==> config.mk <==
export PLATFORM = sky130hd
export DESIGN_NAME = tdma_slot_lease_manager_core
export DESIGN_NICKNAME = d
export VERILOG_FILES = /design/src/tslm_pkg.sv /design/src/tdma_slot_lease_manager_core.sv
export SDC_FILE = /design/constraint.sdc
export NUM_CORES = 1
export LEC_CHECK = 0
export ABC_CLOCK_PERIOD_IN_PS = 3900
export BUFFER_PORTS_ARGS = -buffer_cell sky130_fd_sc_hd__buf_2
export CORE_UTILIZATION = 52
export DETAILED_ROUTE_END_ITERATION = 10
export PLACE_DENSITY = 0.74
export SLEW_MARGIN = 20
export SYNTH_ARGS = -nofsm -noshare
export SYNTH_HDL_FRONTEND = slang
export SYNTH_SLANG_ARGS = --single-unit
==> constraint.sdc <==
create_clock -name i_clk -period 3.9 [get_ports i_clk]
set_clock_uncertainty 0.1 [all_clocks]
set_input_delay 0.195 -clock i_clk [delete_from_list [all_inputs] [get_ports i_clk]]
set_output_delay 0.195 -clock i_clk [all_outputs]
set_load 0.005 [all_outputs]
==> src/tslm_pkg.sv <==
// Shared types and codes for the TDMA slot-lease manager.
// No dependencies.
`default_nettype none

package tslm_pkg;

    // input function codes
    localparam logic [1:0] FUNC_TICK  = 2'd0;
    localparam logic [1:0] FUNC_PKT   = 2'd1;
    localparam logic [1:0] FUNC_START = 2'd2;

    // result kinds
    localparam logic [1:0] KIND_SYNC  = 2'd0;
    localparam logic [1:0] KIND_RESET = 2'd1;
    localparam logic [1:0] KIND_JOIN  = 2'd2;

    // configuration register indexes
    localparam logic REG_SYNC_SLOT = 1'b0;
    localparam logic REG_GRANT_TTL = 1'b1;

    localparam logic [7:0] TTL_MAX = 8'd255;

    typedef enum logic [3:0] {
        ST_IDLE,
        ST_SEARCH,
        ST_AGE_RD,
        ST_AGE_CHK,
        ST_SYNC_OUT,
        ST_RST_OUT,
        ST_PKT_RD,
        ST_PKT_WR,
        ST_JOIN_RD,
        ST_JOIN_WR
    } t_state;

endpackage

`default_nettype wire

==> src/tdma_slot_lease_manager_core.sv <==
// TDMA slot-lease manager, host side: lease table, slot sequencer and outputs.
// Depends on tslm_pkg.
`default_nettype none

// Keeps an 8-bit lease time-to-live per slot in a single-port-read,
// single-port-write memory (registered read) and the current slot.
// One input transaction is handled at a time. A frame tick or host start
// passes the idle state, which takes it, then the free-slot search, which
// reads one table entry per cycle through the memory read port and stops at
// the first free slot (pipelined against the registered read), then the
// aging of the slot that just ended (a read and a write), the sync and, if
// the lease expired while the queue has room, the reset command, one per
// cycle while the output side is ready. A client packet reads and refreshes
// the sender's lease, and with a join also reads the requested slot and
// gives a join response; an ignored packet or an unused function code is
// only taken in the idle state. Host start clears the table at once through
// per-slot valid bits; an entry that is not valid reads as zero. A result
// waits in the output register while the next input transaction is taken.
// Configuration: sync_slot at byte address 0, grant_ttl at byte address 4.
module tdma_slot_lease_manager_core
    import tslm_pkg::*;
#(
    parameter int SLOTS = 8
) (
    input  wire logic        i_clk,
    input  wire logic        i_rst_n,
    // input stream
    input  wire logic        s_tvalid,
    output logic             s_tready,
    input  wire logic [15:0] s_tdata,  // sender_slot[2:0], requested_slot[10:3],
                                       // queue_has_room[11], zero[15:12]
    input  wire logic [2:0]  s_tuser,  // func[1:0], is_join[2]
    // result stream
    output logic             m_tvalid,
    input  wire logic        m_tready,
    output logic [23:0]      m_tdata,  // slot[7:0], next_free[10:8], accepted[11],
                                       // lease_ttl[19:12], zero[23:20]
    output logic [1:0]       m_tuser,  // kind[1:0]
    output logic             m_tlast,
    // configuration
    input  wire logic        psel,
    input  wire logic        penable,
    input  wire logic        pwrite,
    input  wire logic [2:0]  paddr,
    input  wire logic [31:0] pwdata,
    output logic [31:0]      prdata,
    output logic             pready
);

    localparam int SW = $clog2(SLOTS);
    localparam logic [SW-1:0] LAST_IDX  = SW'(SLOTS - 1);
    localparam logic [7:0]    SLOTS_LIM = 8'(SLOTS);

    // configuration registers
    logic [2:0] r_sync_slot;
    logic [7:0] r_grant_ttl;
    logic       cfg_wr;
    logic [7:0] sync_ext;

    assign pready   = 1'b1;
    assign cfg_wr   = psel & penable & pwrite;
    assign sync_ext = {5'b0, r_sync_slot};

    always_ff @(posedge i_clk) begin
        if (!i_rst_n) begin
            r_sync_slot <= 3'd0;
            r_grant_ttl <= 8'd3;
        end else if (cfg_wr) begin
            unique case (paddr[2])
                REG_SYNC_SLOT: r_sync_slot <= pwdata[2:0];
                REG_GRANT_TTL: r_grant_ttl <= pwdata[7:0];
                default:       ;
            endcase
        end
    end

    always_comb begin
        unique case (paddr[2])
            REG_SYNC_SLOT: prdata = {29'd0, r_sync_slot};
            REG_GRANT_TTL: prdata = {24'd0, r_grant_ttl};
            default:       prdata = 32'd0;
        endcase
    end

    // lease table memory and per-slot valid bits
    logic [7:0]       mem [SLOTS];
    logic [SLOTS-1:0] r_valid;
    logic [7:0]       r_rd_data;
    logic             r_rd_vld;
    logic             rd_en;
    logic [SW-1:0]    rd_addr;
    logic             wr_en;
    logic [SW-1:0]    wr_addr;
    logic [7:0]       wr_data;
    logic [7:0]       lease_q;

    always_ff @(posedge i_clk) begin
        if (wr_en) begin
            mem[wr_addr] <= wr_data;
        end
        if (rd_en) begin
            r_rd_data <= mem[rd_addr];
        end
    end

    assign lease_q = r_rd_vld ? r_rd_data : 8'd0;

    // sequencer registers
    t_state        r_state, n_state;
    logic [SW-1:0] r_cur;
    logic [SW-1:0] r_srch_addr;
    logic [SW-1:0] r_srch_left;
    logic [SW-1:0] r_chk_addr;
    logic          r_chk_vld;
    logic [2:0]    r_nf;
    logic          r_rst_pend;
    logic [7:0]    r_snd;
    logic [7:0]    r_req;
    logic          r_room;
    logic          r_join;

    // output register
    logic       r_out_valid;
    logic [1:0] r_out_kind;
    logic [7:0] r_out_slot;
    logic [2:0] r_out_nf;
    logic       r_out_acc;
    logic [7:0] r_out_ttl;
    logic       r_out_last;
    logic       out_free;

    assign out_free = !r_out_valid || m_tready;
    assign m_tvalid = r_out_valid;
    assign m_tuser  = r_out_kind;
    assign m_tlast  = r_out_last;
    assign m_tdata  = {4'd0, r_out_ttl, r_out_acc, r_out_nf, r_out_slot};

    // input fields
    logic [1:0] in_func;
    logic [7:0] in_snd;
    logic       in_join;
    logic [7:0] in_req;
    logic       in_room;
    logic       in_acc;

    assign in_func  = s_tuser[1:0];
    assign in_join  = s_tuser[2];
    assign in_snd   = {5'd0, s_tdata[2:0]};
    assign in_req   = s_tdata[10:3];
    assign in_room  = s_tdata[11];
    assign s_tready = (r_state == ST_IDLE);
    assign in_acc   = s_tvalid && s_tready;

    // slot arithmetic
    logic [SW-1:0] cur_inc, cur_base, base_inc, prev, srch_inc;
    logic          cur_is_sync, prev_is_sync, chk_free;

    assign cur_inc      = (r_cur == LAST_IDX) ? '0 : r_cur + 1'b1;
    assign cur_base     = (in_func == FUNC_TICK) ? cur_inc : r_cur;
    assign base_inc     = (cur_base == LAST_IDX) ? '0 : cur_base + 1'b1;
    assign prev         = (r_cur == '0) ? LAST_IDX : r_cur - 1'b1;
    assign srch_inc     = (r_srch_addr == LAST_IDX) ? '0 : r_srch_addr + 1'b1;
    assign cur_is_sync  = (8'(r_cur) == sync_ext);
    assign prev_is_sync = (8'(prev) == sync_ext);
    assign chk_free     = r_chk_vld && (8'(r_chk_addr) != sync_ext) && (lease_q == 8'd0);

    // aging of the slot that just ended
    logic       age_hit, age_expire, age_rst;
    logic [7:0] age_dec;

    assign age_hit    = !prev_is_sync && (lease_q != 8'd0);
    assign age_dec    = lease_q - 8'd1;
    assign age_expire = age_hit && (age_dec == 8'd0);
    assign age_rst    = age_expire && r_room;

    // refresh of the sender and join decision
    logic [7:0] refresh_val;
    logic       join_ok;

    assign refresh_val = (lease_q < r_grant_ttl) ? r_grant_ttl :
                         (lease_q < TTL_MAX)     ? lease_q + 8'd1 : lease_q;
    assign join_ok     = (r_req < SLOTS_LIM) && (r_req != sync_ext) && (lease_q == 8'd0);

    always_ff @(posedge i_clk) begin
        if (!i_rst_n) begin
            r_state <= ST_IDLE;
        end else begin
            r_state <= n_state;
        end
    end

    // next state and memory control
    always_comb begin
        n_state = r_state;
        rd_en   = 1'b0;
        rd_addr = r_srch_addr;
        wr_en   = 1'b0;
        wr_addr = prev;
        wr_data = age_dec;
        unique case (r_state)
            ST_IDLE: begin
                if (in_acc) begin
                    unique case (in_func) inside
                        FUNC_TICK, FUNC_START: n_state = ST_SEARCH;
                        FUNC_PKT: begin
                            if (!cur_is_sync && (in_snd < SLOTS_LIM)) begin
                                n_state = ST_PKT_RD;
                            end
                        end
                        default: ;
                    endcase
                end
            end
            ST_SEARCH: begin
                rd_en = (r_srch_left != '0);
                if (chk_free || (r_srch_left == '0)) begin
                    n_state = ST_AGE_RD;
                end
            end
            ST_AGE_RD: begin
                rd_en   = 1'b1;
                rd_addr = prev;
                n_state = ST_AGE_CHK;
            end
            ST_AGE_CHK: begin
                // keep an expired lease at one when the queue is full
                wr_en   = age_hit && !(age_expire && !r_room);
                n_state = ST_SYNC_OUT;
            end
            ST_SYNC_OUT: begin
                if (out_free) begin
                    n_state = r_rst_pend ? ST_RST_OUT : ST_IDLE;
                end
            end
            ST_RST_OUT: begin
                if (out_free) begin
                    n_state = ST_IDLE;
                end
            end
            ST_PKT_RD: begin
                rd_en   = 1'b1;
                rd_addr = r_snd[SW-1:0];
                n_state = ST_PKT_WR;
            end
            ST_PKT_WR: begin
                wr_en   = (lease_q != 8'd0);
                wr_addr = r_snd[SW-1:0];
                wr_data = refresh_val;
                n_state = r_join ? ST_JOIN_RD : ST_IDLE;
            end
            ST_JOIN_RD: begin
                rd_en   = 1'b1;
                rd_addr = r_req[SW-1:0];
                n_state = ST_JOIN_WR;
            end
            ST_JOIN_WR: begin
                wr_addr = r_req[SW-1:0];
                wr_data = r_grant_ttl;
                if (out_free) begin
                    wr_en   = join_ok;
                    n_state = ST_IDLE;
                end
            end
            default: n_state = ST_IDLE;
        endcase
    end

    // control registers: current slot, valid bits, output valid
    always_ff @(posedge i_clk) begin
        if (!i_rst_n) begin
            r_cur       <= '0;
            r_valid     <= '0;
            r_rd_vld    <= 1'b0;
            r_out_valid <= 1'b0;
        end else begin
            if (rd_en) begin
                r_rd_vld <= r_valid[rd_addr];
            end
            if (in_acc && (in_func == FUNC_TICK || in_func == FUNC_START)) begin
                r_cur <= cur_base;
            end
            // host start drops every lease at once
            if (in_acc && in_func == FUNC_START) begin
                r_valid <= '0;
            end else if (wr_en) begin
                r_valid[wr_addr] <= 1'b1;
            end
            if (out_free && (r_state == ST_SYNC_OUT || r_state == ST_RST_OUT ||
                             r_state == ST_JOIN_WR)) begin
                r_out_valid <= 1'b1;
            end else if (m_tready) begin
                r_out_valid <= 1'b0;
            end
        end
    end

    // payload registers
    always_ff @(posedge i_clk) begin
        if (in_acc) begin
            r_srch_addr <= base_inc;
            r_srch_left <= LAST_IDX;
            r_chk_vld   <= 1'b0;
            r_nf        <= r_sync_slot;
            r_snd       <= in_snd;
            r_req       <= in_req;
            r_room      <= in_room;
            r_join      <= in_join;
        end
        if (r_state == ST_SEARCH) begin
            // read one entry ahead, check the one that just came back
            r_chk_vld <= (r_srch_left != '0);
            if (r_srch_left != '0) begin
                r_chk_addr  <= r_srch_addr;
                r_srch_addr <= srch_inc;
                r_srch_left <= r_srch_left - 1'b1;
            end
            if (chk_free) begin
                r_nf <= 3'(r_chk_addr);
            end
        end
        if (r_state == ST_AGE_CHK) begin
            r_rst_pend <= age_rst;
        end
        if (out_free) begin
            unique case (r_state)
                ST_SYNC_OUT: begin
                    r_out_kind <= KIND_SYNC;
                    r_out_slot <= 8'(r_cur);
                    r_out_nf   <= r_nf;
                    r_out_acc  <= 1'b0;
                    r_out_ttl  <= r_grant_ttl;
                    r_out_last <= !r_rst_pend;
                end
                ST_RST_OUT: begin
                    r_out_kind <= KIND_RESET;
                    r_out_slot <= 8'(prev);
                    r_out_nf   <= 3'd0;
                    r_out_acc  <= 1'b0;
                    r_out_ttl  <= 8'd0;
                    r_out_last <= 1'b1;
                end
                ST_JOIN_WR: begin
                    r_out_kind <= KIND_JOIN;
                    r_out_slot <= r_req;
                    r_out_nf   <= 3'd0;
                    r_out_acc  <= join_ok;
                    r_out_ttl  <= 8'd0;
                    r_out_last <= 1'b1;
                end
                default: ;
            endcase
        end
    end

endmodule

`default_nettype wire

==> metrics <==
status=completed; relative slew slack=49.86%; DP Area=8120 um2; Storage cell area=4134 um2; fraction of layout cells with a size suffix above 1=19.35%; Synth Register Bits=150; cell taking the most area after synthesis=edfxtp_1; HP Class=input port to flop; CP required=3980 ps; Worst Hold Depth=2; Final #Nets=837; final hold vios=0; CP arrival=3470 ps; Most used DFF post-synth=edfxtp_1; wirelength, routed=16.86 mm; Fillers=1068; final setup fails=0; mapped cell area=7654 um2; CTS buffer count=17; Syn Inst Count=662; Top Ports=123; critical path launch point type=flop; worst-skew pair later-pin latency=430 ps; CTS tree=built; min cycle time layout=3390 ps; max_cap viols=0; initial antenna violation count=0; Worst setup EP type=flop; VDD IR-drop max=0.0003422 V; first-pass GRT wire length=26.58 mm; fraction of registers with async set or reset after synthesis=0%; vias in the first global route=5236; RSZ-0062 raised after global routing=false; clock sinks=150; R2R cell count=9; CP max FO=21; Yosys warnings=0; Worst Tran Pin Value=751.3 ps; period utilization=86.93%; Seq/Total Area, Yosys=54.01%; DP Wirelength=12.08 mm; Crit. Startpoint=r_cur[0]; Via density=5.708; TNS Setup=0 ps; quantity of I/O buffers inserted on ports=63; Total GRT Usage=23.62%; first-iteration detailed-routing DRC count=528; total number of vias=5423; list of most frequent post-synthesis cells=edfxtp_1 (113), nand2_1 (59), mux2i_1 (57); Die H=123.3 um; global placer's final weighted congestion=0.9220; WS Path Type=flop to flop; number of cell rows=43; die area=15210 um2; Die X=123.3 um; Core Area=14100 um2; largest net degree at the start of global routing=22; Post-synth EDFFs=113; Starting Density=54.30%; root buffer cell=clkbuf_16; Synth top area share=44.34%; multi-input logic area=3148 um2; Max Clk Rate=0.2950 GHz; final core utilization=63.66%; Synth cell types=66; postcts setup bufs=0; Design Area, Final=8974 um2; routed len/inst=17.75 um; clock-pin slew on the worst setup and hold paths=60 ps; hold_sp=i_rst_n; Longest Clk Path Bufs=2; top cells by area, synth=edfxtp_1 (44%), dfxtp_1 (9.7%), mux2i_1 (7.5%); r2r startpoint=r_cur[0]; Final Max Slew Viols=0; antenna viol nets, final=0; global route total overflow=0; # DRC=0; most common cell in the netlist=edfxtp_1; area growth from synthesis to layout=17.25%; drt pass-1 iters=5; Leak Pwr=3.533 nW; Max H-tree Level=4; # diodes=0; Avg Cell Area, Syn=11.56 um2; PwrDens=687.6 nW/um2
==> logic make-up (layout without fill, tap and decap cells) <==
| logic type | Yosys count | in the layout | synth area share (%) |
|---|---|---|---|
| AOI/OAI and AO/OA | 103 | 103 | 10.17 |
| xor gates and xnor gates | 22 | 22 | 2.518 |
| adders and majority gates | 19 | 19 | 3.106 |
| buffers and inverters | 90 | 171 | 6.653 |
| DFF | 150 | 150 | 54.01 |
| muxes | 70 | 70 | 9.367 |
| other | 2 | 29 | 0.09812 |
| and+or+nand+nor | 206 | 206 | 14.08 |
==> where the power goes <==
group	switching, mW	internal, mW	total (mW)
clock	0.611	1.13	1.74
combinational	1.18	0.881	2.06
sequential	0.235	2.13	2.37
total	2.03	4.14	6.17
==> final cells by class <==
| class | instances | area share (%) |
|---|---|---|
| Sequential cell | 150 | 46.07 |
| Multi-Input combinational cell | 449 | 35.08 |
| Timing Repair Buffer | 113 | 8.310 |
| Clock buffer | 22 | 4.950 |
| Tap cell | 180 | 2.510 |
| Clock inverter | 10 | 1.994 |
| Inverter | 26 | 1.088 |
==> per-stage QoR <==
stage | instances | total power, mW | hold WS [ps] | setup slack (ps)
finish | 950 | 6.170 | 54.39 | 509.7
global route | 950 | 6.473 | 64.89 | 277.9
CTS | 950 | 6.171 | 37.78 | 443.3
detailed placement | 896 | 4.421 | 273.3 | 458.4
global placement | 896 | 4.338 | 273.7 | 541.6
floorplan | 689 | 3.888 | 193.9 | 624.5
==> cell usage in the layout (no fill, tap or decap), drive strengths merged, types with 4 or more instances in the layout <==
master       Yosys  final
and2            24     24
nand2b           5      5
conb             2     29
nor2b            8      8
a31oi            8      8
ha              19     19
nor3            25     25
o31ai           10     10
dfxtp           37     37
nand2           59     59
nor4             5      5
clkbuf          18     22
a221o           13     13
nor2            34     34
dlygate4sd3      0     22
xnor2           15     15
xor2             7      7
a21oi           18     18
bufinv           0      5
nand3           14     14
mux2i           57     57
nor4b            5      5
nand4            6      6
o21ai           15     15
inv             26     27
clkinv           0      4
mux2            13     13
buf             46     91
a21boi          10     10
edfxtp         113    113
==> worst max-delay path, cell delays in order (launching register included) <==
cell	delay, ps
dfxtp_1	500
inv_1	140
ha_1	440
nor2_1	60
o21ai_0	280
nand3_2	590
buf_4	410
mux2i_1	200
mux2i_1	120
mux2_2	290
==> final timing paths <==
| path | end | slack (ps) |
|---|---|---|
| setup / recovery | r_rd_data[7] | 510 |
| hold / removal | r_grant_ttl[0] | 50 |
| setup reg to reg | r_rd_data[7] | 510 |
| hold reg to reg | r_valid[6] | 350 |
==> layer usage <==
metal  share of wire, %  track usage (%)
met1                 44            30.26
met2                 48            38.79
met3                6.7            5.673
met4                1.6            8.735
met5                  0                0
==> timing repair <==
action / in CTS / in global routing
hold endpoints to repair: 25 / 0
gates resized for setup: 0 / 0
hold buffers: 22 / 0
==> flip-flops by register name, indices dropped and copies added, names as in the netlist, 2 cells and up <==
signal       cells
r_snd            3
r_out_slot       8
r_srch_left      3
r_out_ttl        8
r_srch_addr      3
r_chk_addr       3
r_sync_slot      3
r_state          4
r_out_nf         3
r_rd_data        8
r_cur            3
mem             64
r_nf             3
m_tuser          2
r_valid          8
r_req            8
r_grant_ttl      8
Note: power is estimated with default switching activity, not from simulation.
